## config.mk

```make
export PLATFORM = sky130hd
export DESIGN_NAME = psrr_ctrl
export DESIGN_NICKNAME = d
export VERILOG_FILES = /design/src/rtl/psrr_pkg.sv /design/src/rtl/psrr_ctrl.sv
export SDC_FILE = /design/constraint.sdc
export NUM_CORES = 1
export LEC_CHECK = 0
export BUFFER_PORTS_ARGS = -buffer_cell sky130_fd_sc_hd__buf_2
export CORE_MARGIN = 4
export CORE_UTILIZATION = 30
export DETAILED_ROUTE_END_ITERATION = 6
export HOLD_SLACK_MARGIN = 0.02
export PLACE_DENSITY = 0.49
export SETUP_SLACK_MARGIN = 0.3
export SLEW_MARGIN = 15
export SYNTH_ARGS = -nofsm -noshare
export SYNTH_HDL_FRONTEND = slang
export SYNTH_SLANG_ARGS = --single-unit
export TNS_END_PERCENT = 10
```

## constraint.sdc

```tcl
create_clock -name i_clk -period 2.8 [get_ports i_clk]
set_input_delay 0.56 -clock i_clk [delete_from_list [all_inputs] [get_ports i_clk]]
set_output_delay 0.56 -clock i_clk [all_outputs]
set_load 0.02 [all_outputs]
```

## src/rtl/psrr_pkg.sv

```systemverilog
// Shared constants, types and a saturating-add helper for the repulsion unit.
`default_nettype none
package psrr_pkg;
    localparam int MAX_P  = 64;
    localparam int IDX_W  = $clog2(MAX_P);
    localparam int CNT_W  = IDX_W + 1;
    localparam logic [31:0] GAIN_RST = 32'd33;

    localparam logic [1:0] WSEL_LOAD = 2'd0;
    localparam logic [1:0] WSEL_A    = 2'd1;
    localparam logic [1:0] WSEL_B    = 2'd2;

    typedef struct packed {
        logic             wr_en;
        logic [1:0]       wr_sel;
        logic [IDX_W-1:0] wr_addr;
        logic [IDX_W-1:0] rd_a;
        logic [IDX_W-1:0] rd_b;
        logic             chk;
        logic             sq;
        logic             sum;
        logic             mul;
        logic             dinit;
        logic             dstep;
        logic             upd;
        logic [1:0]       k;
        logic             out_load;
        logic [IDX_W-1:0] out_idx;
        logic             out_last;
    } t_cmd;

    typedef struct packed {
        logic skip;
    } t_sts;

    // Saturating add of a 34-bit signed force to a 32-bit velocity; msb is the clip flag.
    function automatic logic [32:0] sat_add(input logic signed [31:0] v,
                                            input logic signed [33:0] f);
        logic signed [34:0] s;
        s = 35'(v) + 35'(f);
        if (s > 35'sh0_7FFF_FFFF)
            return {1'b1, 32'h7FFF_FFFF};
        else if (s < -35'sh0_8000_0000)
            return {1'b1, 32'h8000_0000};
        else
            return {1'b0, s[31:0]};
    endfunction
endpackage
`default_nettype wire

```

## src/rtl/psrr_ctrl.sv

```systemverilog
// Controller: load counter, pair sequencing, divider steps and result handshake.
`default_nettype none
module psrr_ctrl import psrr_pkg::*; (
    input  wire   i_clk,
    input  wire   i_rst_n,
    input  wire   i_in_valid,
    input  wire   i_last_particle,
    output logic  o_in_stall,
    output logic  o_out_valid,
    input  wire   i_out_stall,
    input  t_sts  i_sts,
    output t_cmd  o_cmd
);
    localparam logic [3:0] S_IDLE  = 4'd0;
    localparam logic [3:0] S_RD    = 4'd1;
    localparam logic [3:0] S_CHK   = 4'd2;
    localparam logic [3:0] S_SQ    = 4'd3;
    localparam logic [3:0] S_SUM   = 4'd4;
    localparam logic [3:0] S_TST   = 4'd5;
    localparam logic [3:0] S_MUL   = 4'd6;
    localparam logic [3:0] S_DINI  = 4'd7;
    localparam logic [3:0] S_DIV   = 4'd8;
    localparam logic [3:0] S_UPD   = 4'd9;
    localparam logic [3:0] S_WRI   = 4'd10;
    localparam logic [3:0] S_WRJ   = 4'd11;
    localparam logic [3:0] S_NEXT  = 4'd12;
    localparam logic [3:0] S_ORD   = 4'd13;
    localparam logic [3:0] S_OLD   = 4'd14;
    localparam logic [3:0] S_OHOLD = 4'd15;

    logic [3:0]       r_st, n_st;
    logic [CNT_W-1:0] r_cnt, n_cnt;
    logic [IDX_W-1:0] r_i, n_i, r_j, n_j, r_o, n_o;
    logic [1:0]       r_k, n_k;
    logic [4:0]       r_bit, n_bit;
    logic             r_ovld, n_ovld;
    logic             n_acc;

    assign o_in_stall  = (r_st != S_IDLE);
    assign o_out_valid = r_ovld;
    assign n_acc       = i_in_valid && (r_st == S_IDLE);

    always_comb begin
        n_st   = r_st;
        n_cnt  = r_cnt;
        n_i    = r_i;
        n_j    = r_j;
        n_o    = r_o;
        n_k    = r_k;
        n_bit  = r_bit;
        n_ovld = r_ovld;
        o_cmd          = '0;
        o_cmd.rd_a     = r_i;
        o_cmd.rd_b     = r_j;
        o_cmd.k        = r_k;
        o_cmd.wr_addr  = r_cnt[IDX_W-1:0];
        o_cmd.wr_sel   = WSEL_LOAD;
        o_cmd.out_idx  = r_o;
        o_cmd.out_last = ({1'b0, r_o} == CNT_W'(r_cnt - 1'b1));
        unique case (r_st)
            S_IDLE: begin
                if (n_acc) begin
                    o_cmd.wr_en = 1'b1;
                    n_cnt = r_cnt + 1'b1;
                    if (i_last_particle || n_cnt == CNT_W'(MAX_P)) begin
                        n_i = IDX_W'(1);
                        n_j = '0;
                        n_o = '0;
                        n_st = (n_cnt == CNT_W'(1)) ? S_ORD : S_RD;
                    end
                end
            end
            S_RD:  n_st = S_CHK;
            S_CHK: begin
                o_cmd.chk = 1'b1;
                n_st = S_SQ;
            end
            S_SQ: begin
                o_cmd.sq = 1'b1;
                n_st = S_SUM;
            end
            S_SUM: begin
                o_cmd.sum = 1'b1;
                n_st = S_TST;
            end
            S_TST: begin
                n_k  = '0;
                n_st = i_sts.skip ? S_NEXT : S_MUL;
            end
            S_MUL: begin
                o_cmd.mul = 1'b1;
                n_st = S_DINI;
            end
            S_DINI: begin
                o_cmd.dinit = 1'b1;
                n_bit = '0;
                n_st = S_DIV;
            end
            S_DIV: begin
                o_cmd.dstep = 1'b1;
                n_bit = r_bit + 1'b1;
                if (r_bit == 5'd31)
                    n_st = S_UPD;
            end
            S_UPD: begin
                o_cmd.upd = 1'b1;
                n_k = r_k + 1'b1;
                n_st = (r_k == 2'd2) ? S_WRI : S_MUL;
            end
            S_WRI: begin
                o_cmd.wr_en   = 1'b1;
                o_cmd.wr_sel  = WSEL_A;
                o_cmd.wr_addr = r_i;
                n_st = S_WRJ;
            end
            S_WRJ: begin
                o_cmd.wr_en   = 1'b1;
                o_cmd.wr_sel  = WSEL_B;
                o_cmd.wr_addr = r_j;
                n_st = S_NEXT;
            end
            S_NEXT: begin
                if (r_j + 1'b1 < r_i) begin
                    n_j  = r_j + 1'b1;
                    n_st = S_RD;
                end else if (CNT_W'(r_i) + 1'b1 < r_cnt) begin
                    n_i  = r_i + 1'b1;
                    n_j  = '0;
                    n_st = S_RD;
                end else begin
                    n_st = S_ORD;
                end
            end
            S_ORD: begin
                o_cmd.rd_a = r_o;
                n_st = S_OLD;
            end
            S_OLD: begin
                o_cmd.out_load = 1'b1;
                n_ovld = 1'b1;
                n_st = S_OHOLD;
            end
            S_OHOLD: begin
                // hold the result until the transfer completes
                if (!i_out_stall) begin
                    n_ovld = 1'b0;
                    if (o_cmd.out_last) begin
                        n_cnt = '0;
                        n_st  = S_IDLE;
                    end else begin
                        n_o  = r_o + 1'b1;
                        n_st = S_ORD;
                    end
                end
            end
            default: n_st = S_IDLE;
        endcase
    end

    always_ff @(posedge i_clk) begin
        if (!i_rst_n) begin
            r_st   <= S_IDLE;
            r_cnt  <= '0;
            r_ovld <= 1'b0;
            r_i    <= '0;
            r_j    <= '0;
            r_o    <= '0;
            r_k    <= '0;
            r_bit  <= '0;
        end else begin
            r_st   <= n_st;
            r_cnt  <= n_cnt;
            r_ovld <= n_ovld;
            r_i    <= n_i;
            r_j    <= n_j;
            r_o    <= n_o;
            r_k    <= n_k;
            r_bit  <= n_bit;
        end
    end

`ifndef SYNTHESIS
    a_vld_in_hold: assert property (@(posedge i_clk) disable iff (!i_rst_n)
        r_ovld |-> (r_st == S_OHOLD)) else $error("result valid outside hold state");
    a_load_room: assert property (@(posedge i_clk) disable iff (!i_rst_n)
        (r_st == S_IDLE) |-> (r_cnt < CNT_W'(MAX_P))) else $error("load past capacity");
    a_pair_order: assert property (@(posedge i_clk) disable iff (!i_rst_n)
        (r_st == S_CHK) |-> (r_j < r_i && CNT_W'(r_i) < r_cnt))
        else $error("pair indices out of order");
`endif
endmodule
`default_nettype wire

```

==> reports/metrics.csv <==
stage,metric,value,unit
setup_path,crit_path_max_fanout,5,
setup_path,path_buf_inv,2,
setup_path,cp.arrival,2.00,ns
setup_path,cpPeakStageDelay,0.55,ns
timing,tightest_slew,0.6792,ns
finish,antennaDiodeCount,0,
drt,via_count,3049,
logic_synthesis,ys_seq_area_frac,0.2577,
global_routing,grt_overflow,0,
setup_path,required,2.24,ns
timing,totalNegativeSetupSlack,0,ns
hold_path,hold_class,reg -> reg,
floorplanning,io_pins,46,
floorplanning,fp.dieH,105.9,µm
logic_synthesis,synthTopCellsByArea,"dfxtp_1, ha_1, nand2_1",
placed_design,place_congestion,0.8480,
floorplanning,rows,35,
floorplanning,die_area,11210,µm²
timing,slew_headroom,0.5439,
placed_design,place_area,3348,µm²
logic_synthesis,ys_async_sr_fraction,0,
timing,rsz0062_at_grt,true,
setup_path,path_class,reg -> out,
clock_tree,clockRootBuffer,clkbuf_8,
timing,hold_viol,0,
logic_synthesis,ys_ff_latch,37,
global_routing,met3_usage,0.03368,
global_routing,grt_use_met2,0.2764,
setup_path,cp-start-kind,register,
setup_path,crit_chain,"or4_4, or3_4, o211ai_2, or2_4, inv_4, buf_6",
logic_synthesis,synth_top_area_share,0.2577,
clock_tree,cts_buffers,5,
power,p_leak,0.001618,µW
logic_synthesis,syn_area,2874,µm²
power,power_density,619.9,nW/µm²
clock_tree,cts.sinks,37,
clock_tree,htree_levels,2,
global_routing,grt_max_degree,27,
clock_tree,clock_path_buffers,2,
setup_path,regToRegSetupSlack,0.36,ns
setup_path,endpoint_kind,output port,
setup_path,r2r_start,r_j[0],
global_routing,grt.busiest_layer,met2,
run,cap_violations,0,
timing,timing.final.crit_share,0.9126,
hold_path,hold_path.startpoint,r_j[0],
logic_synthesis,synth_edf_count,0,
global_routing,grt_use_total,0.1695,
drt,avgRoutedWirePerCell,16.30,µm
timing,slew_viol_final,0,
setup_path,cpLargestDelayFamily,simple AND/OR/NAND/NOR gates,
global_routing,gr-usage-met1,0.2343,
finish,finalInstanceArea,3799,µm²
timing,period_needed,2.555,ns
timing,max_freq,391.3,MHz
logic_synthesis,netlist_top_cells_count,"nand2_1, dfxtp_1, a21oi_1",
drt,antenna_left,0,
drt,firstDrtPassIters,4,
setup_path,setup.worst_path.start,r_cnt[2],
logic_synthesis,yosys.area.top_type,dfxtp_1,
finish,drive_gt1_frac,0.3319,
drt,drtIter0Drc,115,
clock_tree,clk_latency,0.30,ns
timing,skew,0.01612,ns
placed_design,hpwlAfterDp,6906,µm
floorplanning,core,9284,µm²
logic_synthesis,ys_warn_count,0,
setup_path,slowest_stage,or4_4,
global_routing,grt_pass1_wl,15510,µm
finish,area_delta_synth_final,32.17,%
drt,drc,0,
outcome,status,"finished, final reports clean",
global_routing,grt_pass1_vias,3010,
logic_synthesis,synth_cells,376,
placed_design,numPortBuffers,45,
finish,final_cell_count_no_fill,581,
drt,viasPerCell,5.248,
clock_tree,cts_tree,done,
logic_synthesis,syn_area_per_cell,7.644,µm²
drt,routed_wl,9473,µm
clock_tree,hold_buffers,0,
floorplanning,start_util,0.3096,
power,ir_drop,324.5,µV
finish,fin_nets,477,
placed_design,placed_cells,552,
clock_tree,clkTransAtPathRegs,0.10,ns
global_routing,antenna_found_initial,0,
floorplanning,die_w,105.9,µm
logic_synthesis,syn_nets,402,
finish,post-route-util,0.4092,
logic_synthesis,yosysUniqueCellTypes,63,
logic_synthesis,yosysMostFrequentCell,nand2_1,
logic_synthesis,synthFlopType,dfxtp_1,
timing,setup_violations,0,
layout by cell type (no fill, tap or decap), types with 4 or more instances in the layout:
master	n
a21o_1	5
a21oi_1	27
a31oi_1	4
and3_1	4
buf_2	44
buf_4	42
clkbuf_8	5
dfxtp_1	26
dfxtp_4	9
ha_1	17
inv_1	17
mux2_2	8
mux2i_1	8
nand2_1	39
nand2b_1	5
nand3_1	15
nand4_1	7
nor2_1	26
nor3_1	13
o21a_1	5
o21ai_0	19
o22ai_1	5
or2_2	5
xnor2_1	10
xor2_1	4
metrics by stage:
stage	power [µW]	setup slack [ns]	hold WS [ns]
after floorplan	1330	0.2959	0.4661
after global placement	1660	0.1475	0.4688
after detailed placement	1661	0.1144	0.4806
after CTS	2296	0.2516	0.4928
after global routing	2515	0.2071	0.5151
final	2355	0.2447	0.4885
cell families after synthesis:
group / count (synthesis) / share of synthesized area
flip-flops: 37 / 0.2577
multiplexers: 16 / 0.05921
AND/OR/NAND/NOR: 141 / 0.2425
adder cells (fa/ha/maj): 20 / 0.08707
AO/OA/AOI/OAI: 105 / 0.2473
XOR/XNOR: 16 / 0.04876
buffers and inverters: 41 / 0.05746
area by class of cell:
class	instances	area (µm²)
Clock inverter	3	68.82
Clock buffer	5	68.82
Tap cell	129	161.4
Fill cell	985	5485
Sequential cell	37	777.0
Multi-Input combinational cell	298	2072
Inverter	21	83.83
Timing Repair Buffer	88	566.8
state kept, by name, summed over array words and instances (netlist names):
register / cells
r_o: 6
r_st: 4
r_bit: 5
r_i: 6
r_k: 2
o_out_valid: 1
r_cnt: 7
r_j: 6
routing by layer:
| layer | routed length [µm] | vias up | share of wire |
|---|---|---|---|
| li1 | - | 1526 | - |
| met1 | 4560 | 1444 | 0.48 |
| met2 | 4293 | 71 | 0.45 |
| met3 | 513 | 8 | 0.054 |
| met4 | 106 | 0 | 0.011 |
| met5 | 0 | - | 0 |
final timing paths:
path               to  depth (start not counted)
max          o_cmd[0]                          6
min            r_j[0]                          1
max reg2reg   r_st[2]                         10
min reg2reg    r_j[0]                          1
power by group:
part           switching, µW  total, µW  internal [µW]
sequential              61.4        633            572
combinational            653       1140            483
clock                    227        586            359
what timing repair did:
| action | in CTS | in global routing |
|---|---|---|
| setup buffers | 12 | 9 |
| resized for setup | 17 | 27 |
| pin swaps | 4 | 12 |
| endpoints found under the setup margin | 18 | 24 |
Power figures use the tool's default switching activity.
